## config.mk

```make
export PLATFORM = sky130hd
export DESIGN_NAME = column_delta_xor_predictor
export DESIGN_NICKNAME = d
export VERILOG_FILES = /design/src/sv/cdxp_pkg.sv /design/src/sv/cdxp_column_ram.sv /design/src/sv/cdxp_divider.sv /design/src/sv/column_delta_xor_predictor.sv
export SDC_FILE = /design/constraint.sdc
export NUM_CORES = 2
export LEC_CHECK = 0
export CORE_MARGIN = 2
export CORE_UTILIZATION = 40
export DETAILED_ROUTE_END_ITERATION = 7
export DONT_BUFFER_PORTS = 1
export HOLD_SLACK_MARGIN = 0.12
export PLACE_DENSITY = 0.56
export SYNTH_ARGS = -nofsm -noshare
export SYNTH_HDL_FRONTEND = slang
export SYNTH_SLANG_ARGS = --single-unit
export TNS_END_PERCENT = 10
```

## constraint.sdc

```tcl
create_clock -name clk -period 7.5 [get_ports clk]
set_input_delay 1.5 -clock clk [delete_from_list [all_inputs] [get_ports clk]]
set_output_delay 1.5 -clock clk [all_outputs]
set_load 0.1 [all_outputs]
```

## src/sv/cdxp_pkg.sv

```systemverilog
// shared types, constants and helper functions for the column delta xor predictor
package cdxp_pkg;

  localparam int COLUMNS_DEFAULT = 64;

  localparam int SAMPLE_W = 16;
  localparam int COLUMN_W = 6;
  localparam int ROW_W    = 16;
  localparam int HIST_W   = 32;
  localparam int HALF_W   = 4;

  localparam int IN_TDATA_W  = 40;
  localparam int OUT_TDATA_W = 24;
  localparam int CFG_DATA_W  = 16;

  // configuration register indexes
  localparam logic REG_PREDICT_MODE   = 1'b0;
  localparam logic REG_JUMP_THRESHOLD = 1'b1;

  localparam logic [SAMPLE_W-1:0] JUMP_THRESHOLD_RESET = 16'd256;

  typedef struct packed {
    logic [HIST_W-1:0]   hist;
    logic [SAMPLE_W-1:0] jump;
  } entry_t;

  typedef enum logic [2:0] {
    S_IDLE,
    S_READ,
    S_DIV,
    S_CALC,
    S_DONE
  } state_t;

  // ceil(bitlen(v) / 2)
  function automatic logic [HALF_W-1:0] half_length(input logic [SAMPLE_W-1:0] v);
    logic [4:0] n;
    n = 5'd0;
    for (int i = 0; i < SAMPLE_W; i++) begin
      if (v[i]) begin
        n = 5'(i + 1);
      end
    end
    return HALF_W'((n + 5'd1) >> 1);
  endfunction

endpackage

```

## src/sv/cdxp_column_ram.sv

```systemverilog
// per-column state memory (history and jump words) with a clearing sweep after reset
module cdxp_column_ram import cdxp_pkg::*; #(
  parameter int COLUMNS = COLUMNS_DEFAULT
) (
  input  logic                                       clk,
  input  logic                                       rst_n,
  input  logic                                       rd_en,
  input  logic [((COLUMNS > 1) ? $clog2(COLUMNS) : 1)-1:0] rd_addr,
  output entry_t                                     rd_data,
  input  logic                                       wr_en,
  input  logic [((COLUMNS > 1) ? $clog2(COLUMNS) : 1)-1:0] wr_addr,
  input  entry_t                                     wr_data,
  output logic                                       ready
);

  localparam int AW = (COLUMNS > 1) ? $clog2(COLUMNS) : 1;

  entry_t mem [COLUMNS];
  entry_t rd_data_r;

  logic [AW-1:0] clr_cnt_r;
  logic          clearing_r;

  logic          mem_we;
  logic [AW-1:0] mem_wa;
  entry_t        mem_wd;

  always_ff @(posedge clk) begin
    if (!rst_n) begin
      clearing_r <= 1'b1;
      clr_cnt_r  <= '0;
    end else if (clearing_r) begin
      if (clr_cnt_r == AW'(COLUMNS - 1)) begin
        clearing_r <= 1'b0;
      end
      clr_cnt_r <= clr_cnt_r + AW'(1);
    end
  end

  always_comb begin
    if (clearing_r) begin
      mem_we = 1'b1;
      mem_wa = clr_cnt_r;
      mem_wd = '0;
    end else begin
      mem_we = wr_en;
      mem_wa = wr_addr;
      mem_wd = wr_data;
    end
  end

  always_ff @(posedge clk) begin
    if (mem_we) begin
      mem[mem_wa] <= mem_wd;
    end
  end

  always_ff @(posedge clk) begin
    if (rd_en) begin
      rd_data_r <= mem[rd_addr];
    end
  end

  assign rd_data = rd_data_r;
  assign ready   = !clearing_r;

endmodule

```

## src/sv/cdxp_divider.sv

```systemverilog
// 32 by 16 restoring divider, one quotient bit per cycle, quotient saturated to 16 bits
module cdxp_divider import cdxp_pkg::*; (
  input  logic                clk,
  input  logic                rst_n,
  input  logic                start,
  input  logic [HIST_W-1:0]   dividend,
  input  logic [SAMPLE_W-1:0] divisor,
  output logic                busy,
  output logic                done,
  output logic [SAMPLE_W-1:0] quotient
);

  logic                busy_r;
  logic                done_r;
  logic [3:0]          cnt_r;
  logic [SAMPLE_W-1:0] rem_r;
  logic [SAMPLE_W-1:0] quo_r;
  logic [SAMPLE_W-1:0] den_r;

  logic [SAMPLE_W:0]   trial;
  logic                ge;

  assign trial = {rem_r, quo_r[SAMPLE_W-1]};
  assign ge    = trial >= {1'b0, den_r};

  always_ff @(posedge clk) begin
    if (!rst_n) begin
      busy_r <= 1'b0;
      done_r <= 1'b0;
    end else begin
      done_r <= 1'b0;
      if (start) begin
        // high half not below the divisor means the quotient overflows 16 bits
        if (dividend[HIST_W-1:SAMPLE_W] >= divisor) begin
          done_r <= 1'b1;
        end else begin
          busy_r <= 1'b1;
        end
      end else if (busy_r && cnt_r == 4'd0) begin
        busy_r <= 1'b0;
        done_r <= 1'b1;
      end
    end
  end

  always_ff @(posedge clk) begin
    if (start) begin
      den_r <= divisor;
      cnt_r <= 4'd15;
      if (dividend[HIST_W-1:SAMPLE_W] >= divisor) begin
        quo_r <= '1;
      end else begin
        rem_r <= dividend[HIST_W-1:SAMPLE_W];
        quo_r <= dividend[SAMPLE_W-1:0];
      end
    end else if (busy_r) begin
      // remainder stays below the divisor, so the difference fits 16 bits
      rem_r <= ge ? SAMPLE_W'(trial - {1'b0, den_r}) : trial[SAMPLE_W-1:0];
      quo_r <= {quo_r[SAMPLE_W-2:0], ge};
      cnt_r <= cnt_r - 4'd1;
    end
  end

  assign busy     = busy_r;
  assign done     = done_r;
  assign quotient = quo_r;

endmodule

```

## src/sv/column_delta_xor_predictor.sv

```systemverilog
// top level: per-column delta predictor with xor jump coding
//
//  channel  dir  handshake              payload
//  in_      in   in_tvalid/in_tready    tdata: sample, column, row_index
//  out_     out  out_tvalid/out_tready  tdata: residual, negative, half_bits
//  cfg_     in   cfg_valid/cfg_ready    cfg_index, cfg_data
//
// one item at a time: a seeding row or an out of range column goes from idle straight to done,
// previous-value mode passes through read and calc, and mean mode also waits in div on the
// bit-serial divider, which skips its bit loop on overflow.
// after reset the column memory is swept clear; in_tready is low then.
// the output register lets the next item be taken while a result waits;
// a stalled output only holds the item after that in its final state.
module column_delta_xor_predictor import cdxp_pkg::*; #(
  parameter int COLUMNS = COLUMNS_DEFAULT
) (
  input  logic                   clk,
  input  logic                   rst_n,
  input  logic                   in_tvalid,
  output logic                   in_tready,
  input  logic [IN_TDATA_W-1:0]  in_tdata,   // sample[15:0], column[21:16], row_index[37:22]
  output logic                   out_tvalid,
  input  logic                   out_tready,
  output logic [OUT_TDATA_W-1:0] out_tdata,  // residual[15:0], negative[16], half_bits[20:17]
  input  logic                   cfg_valid,
  output logic                   cfg_ready,
  input  logic                   cfg_index,
  input  logic [CFG_DATA_W-1:0]  cfg_data
);

  localparam int AW = (COLUMNS > 1) ? $clog2(COLUMNS) : 1;

  // configuration
  logic                predict_mode_r;
  logic [SAMPLE_W-1:0] jump_threshold_r;

  assign cfg_ready = 1'b1;

  always_ff @(posedge clk) begin
    if (!rst_n) begin
      predict_mode_r   <= 1'b0;
      jump_threshold_r <= JUMP_THRESHOLD_RESET;
    end else if (cfg_valid && cfg_ready) begin
      case (cfg_index)
        REG_PREDICT_MODE:   predict_mode_r   <= cfg_data[0];
        REG_JUMP_THRESHOLD: jump_threshold_r <= cfg_data;
        default:            ;
      endcase
    end
  end

  // input fields
  logic [SAMPLE_W-1:0] in_sample;
  logic [COLUMN_W-1:0] in_column;
  logic [ROW_W-1:0]    in_row;
  logic                in_col_ok;
  logic                in_pass;
  logic                in_accept;

  assign in_sample = in_tdata[15:0];
  assign in_column = in_tdata[21:16];
  assign in_row    = in_tdata[37:22];
  assign in_col_ok = 32'(in_column) < COLUMNS;
  assign in_pass   = (in_row == '0) || !in_col_ok;
  assign in_accept = in_tvalid && in_tready;

  state_t state_r, state_nxt;

  logic [SAMPLE_W-1:0] samp_r;
  logic [AW-1:0]       col_r;
  logic [ROW_W-1:0]    row_r;
  logic [HIST_W-1:0]   hist_r;
  logic [SAMPLE_W-1:0] jump_r;
  logic [SAMPLE_W-1:0] pred_r;
  logic [SAMPLE_W-1:0] res_r;
  logic                neg_r;

  logic                out_valid_r;
  logic [SAMPLE_W-1:0] out_res_r;
  logic                out_neg_r;
  logic [HALF_W-1:0]   out_half_r;

  // memory and divider hookup
  logic          ram_rd_en;
  entry_t        ram_rd_data;
  logic          ram_wr_en;
  logic [AW-1:0] ram_wr_addr;
  entry_t        ram_wr_data;
  logic          ram_ready;

  logic                div_start;
  logic                div_busy;
  logic                div_done;
  logic [SAMPLE_W-1:0] div_q;

  logic                calc_neg;
  logic [SAMPLE_W-1:0] calc_mag;
  logic                out_load;

  assign calc_neg = samp_r < pred_r;
  assign calc_mag = calc_neg ? (pred_r - samp_r) : (samp_r - pred_r);
  assign out_load = (state_r == S_DONE) && (!out_valid_r || out_tready);

  cdxp_column_ram #(
    .COLUMNS(COLUMNS)
  ) u_ram (
    .clk     (clk),
    .rst_n   (rst_n),
    .rd_en   (ram_rd_en),
    .rd_addr (AW'(in_column)),
    .rd_data (ram_rd_data),
    .wr_en   (ram_wr_en),
    .wr_addr (ram_wr_addr),
    .wr_data (ram_wr_data),
    .ready   (ram_ready)
  );

  cdxp_divider u_div (
    .clk      (clk),
    .rst_n    (rst_n),
    .start    (div_start),
    .dividend (ram_rd_data.hist),
    .divisor  (row_r),
    .busy     (div_busy),
    .done     (div_done),
    .quotient (div_q)
  );

  always_ff @(posedge clk) begin
    if (!rst_n) begin
      state_r <= S_IDLE;
    end else begin
      state_r <= state_nxt;
    end
  end

  // the write of one item lands before the next item can issue its read,
  // so same-column items need no forwarding
  always_comb begin
    state_nxt   = state_r;
    in_tready   = 1'b0;
    ram_rd_en   = 1'b0;
    ram_wr_en   = 1'b0;
    ram_wr_addr = col_r;
    ram_wr_data = '0;
    div_start   = 1'b0;
    case (state_r)
      S_IDLE: begin
        in_tready = ram_ready;
        if (in_accept) begin
          if (in_pass) begin
            // seeding row: history takes the sample, jump word clears; an out of range column writes nothing
            ram_wr_en        = in_col_ok;
            ram_wr_addr      = AW'(in_column);
            ram_wr_data.hist = HIST_W'(in_sample);
            ram_wr_data.jump = '0;
            state_nxt        = S_DONE;
          end else begin
            ram_rd_en = 1'b1;
            state_nxt = S_READ;
          end
        end
      end
      S_READ: begin
        div_start = predict_mode_r;
        state_nxt = predict_mode_r ? S_DIV : S_CALC;
      end
      S_DIV: begin
        if (div_done) begin
          state_nxt = S_CALC;
        end
      end
      S_CALC: begin
        ram_wr_en        = 1'b1;
        ram_wr_addr      = col_r;
        ram_wr_data.hist = predict_mode_r ? (hist_r + HIST_W'(samp_r)) : HIST_W'(samp_r);
        ram_wr_data.jump = (calc_mag < jump_threshold_r) ? calc_mag : jump_r;
        state_nxt        = S_DONE;
      end
      S_DONE: begin
        if (out_load) begin
          state_nxt = S_IDLE;
        end
      end
      default: begin
        state_nxt = S_IDLE;
      end
    endcase
  end

  always_ff @(posedge clk) begin
    case (state_r)
      S_IDLE: begin
        if (in_accept) begin
          samp_r <= in_sample;
          col_r  <= AW'(in_column);
          row_r  <= in_row;
          res_r  <= in_sample;
          neg_r  <= 1'b0;
        end
      end
      S_READ: begin
        hist_r <= ram_rd_data.hist;
        jump_r <= ram_rd_data.jump;
        pred_r <= ram_rd_data.hist[SAMPLE_W-1:0];
      end
      S_DIV: begin
        if (div_done) begin
          pred_r <= div_q;
        end
      end
      S_CALC: begin
        res_r <= jump_r ^ calc_mag;
        neg_r <= calc_neg;
      end
      default: ;
    endcase
  end

  always_ff @(posedge clk) begin
    if (!rst_n) begin
      out_valid_r <= 1'b0;
    end else if (out_load) begin
      out_valid_r <= 1'b1;
    end else if (out_tready) begin
      out_valid_r <= 1'b0;
    end
  end

  always_ff @(posedge clk) begin
    if (out_load) begin
      out_res_r  <= res_r;
      out_neg_r  <= neg_r;
      out_half_r <= half_length(res_r);
    end
  end

  assign out_tvalid = out_valid_r;
  assign out_tdata  = {3'b000, out_half_r, out_neg_r, out_res_r};

  // no item is taken while the memory sweep runs
  a_no_accept_in_clear: assert property (@(posedge clk) disable iff (!rst_n)
    !ram_ready |-> !in_tready)
    else $error("input accepted during memory clear");

  // the divider is working or finishing whenever the controller waits on it
  a_div_alive: assert property (@(posedge clk) disable iff (!rst_n)
    (state_r == S_DIV) |-> (div_busy || div_done))
    else $error("waiting on an idle divider");

  // a read is issued only from idle and is followed by the capture state
  a_read_then_capture: assert property (@(posedge clk) disable iff (!rst_n)
    ram_rd_en |=> (state_r == S_READ))
    else $error("memory read data not captured");

  // the half length of a 16-bit word never exceeds eight
  a_half_range: assert property (@(posedge clk) disable iff (!rst_n)
    out_tvalid |-> (out_tdata[20:17] <= 4'd8))
    else $error("half_bits out of range");

endmodule

```

Yosys cells after proc, flatten, opt, wreduce, memory -nomap -nowiden
Memories as Yosys holds them, arrays and structs flattened. A register that Yosys moved wholly into a read port is not among the register bits.
Cells that the tools add are included.
{"block": "word_totals", "n_memories": 1, "elab_cells": 136, "ramBits": 3072, "ff_bits": 222, "output_inout_bits": 27}
{"memory": "u_ram.mem", "depth": 64, "word_bits": 48, "read_ports": 1, "rd_clocked_by_memory_dff": 1, "write_ports": 1, "line_no": "cdxp_column_ram.sv:18", "source": "entry_t mem [COLUMNS];"}
{"block": "op_classes", "mux": 68, "n_eq_ne": 9, "n_lt_le_gt_ge": 4, "n_reduce_logical": 22, "bitwise_logic": 2, "add_sub_neg": 7}
{"operator": "16-bit 2-to-1 mux", "count": 11}
{"operator": "32-bit 2-to-1 mux", "count": 3}
{"operator": "48-bit one-hot mux with 2 select lines", "count": 1}
{"operator": "5-bit 2-to-1 mux", "count": 16}
{"operator": "16-bit one-hot mux with 2 select lines", "count": 2}
{"operator": "48-bit 2-to-1 mux", "count": 1}
{"operator": "16-bit subtractor", "count": 3}
{"operator": "32-bit by 16-bit adder with 32-bit output", "count": 1}
{"operator": "16-bit < comparator", "count": 2}
{"operator": "6-bit 2-to-1 mux", "count": 4}
{"operator": "1-bit 2-to-1 mux", "count": 23}
{"operator": "17-bit by 16-bit greater-or-equal comparator with 1-bit output", "count": 1}
{"operator": "16-bit greater-or-equal comparator", "count": 1}
{"operator": "16-bit zero test", "count": 1}
{"operator": "16-bit XOR", "count": 1}
{"operator": "3-bit one-hot mux with 5 select lines", "count": 1}
{"operator": "2-bit AND reduction", "count": 7}
{"operator": "3-bit 2-to-1 mux", "count": 4}
{"operator": "2-bit nonzero test", "count": 5}
{"operator": "6-bit by 1-bit adder with 6-bit output, second input constant", "count": 1}
{"operator": "3-bit by 2-bit equality test with 1-bit output, second input constant", "count": 2}
{"operator": "6-bit equality test, second input constant", "count": 1}
{"operator": "2-bit inequality test, second input constant", "count": 3}
{"operator": "5-bit by 1-bit adder with 5-bit output, second input constant", "count": 1}
{"operator": "12 further kinds", "count": 16}

Depth between registers and ports, before layout
{"block": "depth", "word_depth": 18, "mapped_depth": 25}

Modules after synthesis
Synthesis repeated with hierarchy kept, for this count alone.
{"block": "unflattened", "cells_unflattened": 6466, "area_unflattened_um2": 133122.7}
{"module": "cdxp_column_ram", "area_per_inst_um2": 119365.7, "instances": 1, "cells_per_inst": 5111}
{"module": "column_delta_xor_predictor", "area_per_inst_um2": 10099.7, "instances": 1, "cells_per_inst": 981}
{"module": "cdxp_divider", "area_per_inst_um2": 3657.3, "instances": 1, "cells_per_inst": 374}

Worst setup path before layout
No wires, ideal clock.
{"block": "synth_path", "kind": "register to register", "from": "register samp_r[0]", "to": "memory u_ram.mem[0][9] (netlist bit) (data pin)", "synth_period_minus_slack_ns": 7.727, "slack_ns": -0.227, "t_arrival_ns": 7.006, "path_stages_with_launch": 26, "cell_sequence": "edfxtp_1 inv_1 ha_1 inv_1 fa_1 a211oi_1 o21bai_1 o22a_1 a21oi_4 buf_6 buf_6 o211ai_1 o21ai_0 xor2_1 inv_1 ha_1 a21o_1 a21o_1 a21oi_1 o21ai_0 a21o_1 a221oi_1 buf_2 buf_2 nor2_1 a211oi_1"}
{"element": "from (decl)", "line_no": "column_delta_xor_predictor.sv:69", "source": "logic [SAMPLE_W-1:0] samp_r;"}
{"element": "from (signal assigned)", "line_no": "column_delta_xor_predictor.sv:195", "source": "samp_r <= in_sample;"}
{"element": "to (decl)", "line_no": "cdxp_column_ram.sv:18"}

Worst setup path in the final report
{"block": "layout_path", "from": "input in_tdata[17]", "to": "memory u_ram.mem[63][11] (netlist bit) (enable)"}
{"block": "layout_via", "elab_chain_len": 4}
{"element": "from (decl)", "line_no": "column_delta_xor_predictor.sv:21", "source": "input logic [IN_TDATA_W-1:0] in_tdata,"}
{"element": "6-bit 2-to-1 mux", "line_no": "column_delta_xor_predictor.sv:151", "source": "if (in_pass) begin"}
{"element": "6-bit 2-to-1 mux", "line_no": "column_delta_xor_predictor.sv:150", "source": "if (in_accept) begin"}
{"element": "6-bit 2-to-1 mux", "line_no": "column_delta_xor_predictor.sv:147", "source": "case (state_r)"}
{"element": "6-bit 2-to-1 mux", "line_no": "cdxp_column_ram.sv:41", "source": "if (clearing_r) begin"}
Every way passes these cells.

==> out/summary.txt <==
run status -> finished with violations
failing checks -> max-slew violations
clock sink total -> 3342
Post-route DRC -> 0
CTS resizes -> 0
# hold bufs at CTS -> 0
hold path depth -> 0
fraction of layout cells with a size suffix above 1 -> 29.1%
fill count -> 26929
start of the worst register-to-register path -> samp_r[0]$_DFFE_PP_
synthesis-to-finish area growth -> 13.8%
wire length per cell -> 32.2 µm
Setup Buffers After CTS -> 0
initial DRC count -> 6554
YS warnings -> 0
total iterations of the first detailed-routing run -> 7
later-pin clock latency in the skew report -> 910 ps
Clock Path Buffers -> 4
area of the die -> 332000 µm²
hold_sp -> u_ram.rd_data[3]$_DFFE_PP_
unrepaired setup endpoints after global routing -> no
DP HPWL -> 181000 µm
clock buffers created by TritonCTS -> 341
Data arrival, critical path -> 7380 ps
Final Max Tran Viols -> 270
Most Frequent Cell on Critical Path -> buf_16
slew margin rel. -> -10.1%
Tot GR Track Use -> 20.5%
Syn Inst Count -> 5764
min-delay worst type -> register to register
initial antenna violation count -> 21
vias in the first global route -> 62038
Vias -> 61598
Synth top area share -> 75.8%
post-route minimum period -> 6900 ps
Biggest register -> u_ram.mem
core area -> 327000 µm²
CP top delay family -> buffers and inverters
Post-synth EDFFs -> 3308
Setup-failing EPs final -> 0
top post-synthesis cells by count -> edfxtp_1 (3308), mux4_2 (1008), nor2_1 (167)
most numerous cell in the Yosys netlist -> edfxtp_1
Yosys cell types -> 75
Reg clk slew, reported paths -> 60 ps
CP Cell Sequence -> buf_16, buf_16, buf_16, mux2i_1, o21ai_1, and2_1, nand2_1, or2_0, nor2_4, buf_4
row cnt -> 210
max-cap check violation count -> 0
final WL -> 343000 µm
max frequency -> 145 MHz
Synth area leaders -> edfxtp_1 (76%), mux4_2 (17%), ha_1 (0.94%)
max FFs per register -> 3072
RePlAce Congestion -> 0.834
multi-input combinational cell area -> 30400 µm²
Tcrit/Tclk final -> 92.0%
clock root cell -> clkbuf_16
Most used DFF post-synth -> edfxtp_1
FF-to-FF path depth -> 23
flop2flop setup slack -> 980 ps
final setup skew -> 59.2 ps
flip-flop and latch area -> 100000 µm²
Yosys top cell by area -> edfxtp_1
hold endpoint -> jump_r[3]$_DFFE_PP_
mapped cell area -> 131000 µm²
CP startpoint -> in_tdata[17]
Stages on worst setup path -> 10
Slew @ Worst Pin -> 1650 ps
port bufs -> 0
post-DR vias/cell -> 5.78
CP max stage delay -> 1140 ps
Hold Fails Final Rpt -> 0
Initial Utilization -> 40.1%
Routed Antenna Nets -> 0
largest net degree at the start of global routing -> 771
post-synthesis async set-or-reset flop share -> 0%
Die Span Y -> 576 µm
first-pass GRT wire length -> 480000 µm
Final TNS setup -> 0 ps
worst reg2reg path endpoint -> u_ram.mem[20][11]$_DFFE_PP_
crit path launch type -> input port
Leakage -> 46.6 nW
register area share after synthesis -> 76.3%
CP Buf/Inv Count -> 4
die extent in x -> 576 µm
num ports -> 89
IR drop worst, VDD -> 0.185 mV
grt total ovfl -> 0
Util after Layout -> 45.6%
Worst Path Required -> 7980 ps
Synth Register Bits -> 3342
worst-path maximum fanout -> 270
Crit Path Category -> input port to register
Total Nets Final -> 6199
pwr dens -> 252 nW/µm²
Worst Setup End Kind -> register
H-tree levels -> 5
CTS tree -> yes
syn_area_per_cell -> 22.7 µm²
CP max stage cell -> buf_16
## power breakdown
part           switching, mW  leakage [nW]  internal [mW]
clock                   7.01          5.15           9.29
sequential            0.0261          31.0           20.3
combinational          0.503          10.4          0.397
## per-stage QoR
| stage | worst slack, ps | cell area, µm² | power [mW] | hold slack (ps) | instances |
|---|---|---|---|---|---|
| after global routing | 344 | 149000 | 38.6 | 422 | 10653 |
| after CTS | 895 | 149000 | 37.8 | 413 | 10642 |
| after floorplan | 415 | 131000 | 21.4 | 400 | 5766 |
| after detailed placement | 999 | 138000 | 21.6 | 405 | 10028 |
| after global placement | 952 | 138000 | 21.5 | 403 | 10028 |
| final | 603 | 149000 | 37.6 | 417 | 10657 |
## per-layer routing
| layer | up-vias | track usage (%) | wire length [µm] |
|---|---|---|---|
| met2 | 2129 | 34.5 | 172000 |
| met3 | 389 | 3.49 | 23900 |
| met5 | - | 0 | 13 |
| met1 | 34088 | 28.1 | 141000 |
| met4 | 2 | 4.21 | 6090 |
| li1 | 24990 | - | - |
## worst register-to-register path: cells and delay by family (launching register included)
kind / cells / cell delay, ps
AND/OR/NAND/NOR: 2 / 300
multiplexers: 2 / 460
buffers and inverters: 6 / 1560
AO/OA/AOI/OAI: 9 / 2130
XOR/XNOR: 1 / 290
adder cells (fa/ha/maj): 3 / 880
flip-flops: 1 / 440
## cells by family (layout without fill, tap and decap cells)
family | after synthesis | after routing | synth area share, %
multiplexers | 1059 | 1059 | 17.7
flip-flops | 3342 | 3342 | 76.3
other | 2 | 9 | 0.00573
XOR/XNOR | 74 | 74 | 0.495
adder cells (fa/ha/maj) | 102 | 102 | 0.997
AND/OR/NAND/NOR | 464 | 464 | 1.59
AO/OA/AOI/OAI | 324 | 324 | 1.61
buffers and inverters | 397 | 937 | 1.25
## cells in the final DEF, fill, tap and decap left out, types with 71 or more instances in the layout
cell type	Yosys	final
clkbuf_1	164	71
a21oi_1	76	71
clkinv_1	0	83
nand2_1	160	158
inv_1	114	114
nor2_4	0	103
clkbuf_16	0	350
buf_4	5	159
ha_1	98	98
edfxtp_1	3308	3308
mux4_2	1008	1008
## area by class of cell
type                    instances  share of cell area [%]
clock inverters               191                    1.01
multi-input cells            2027                    20.4
flip-flops and latches       3342                    67.1
inverters                     115                   0.290
repair buffers                208                    1.52
clock buffers                 423                    6.07
diodes                          5                 0.00839
well taps                    4346                    3.65
## how the worst max path moves through the flow
stage | end | slack (ps)
after detailed placement | u_ram.mem[42][11]$_DFFE_PP_ | 1000
after CTS | u_ram.mem[22][11]$_DFFE_PP_ | 890
after global placement | u_ram.mem[46][11]$_DFFE_PP_ | 950
final | u_ram.mem[63][11]$_DFFE_PP_ | 600
after global routing | u_ram.mem[47][36]$_DFFE_PP_ | 340
after floorplan | u_ram.mem[0][10]$_DFFE_PP_ | 420
(Power assumes the default switching activity.)
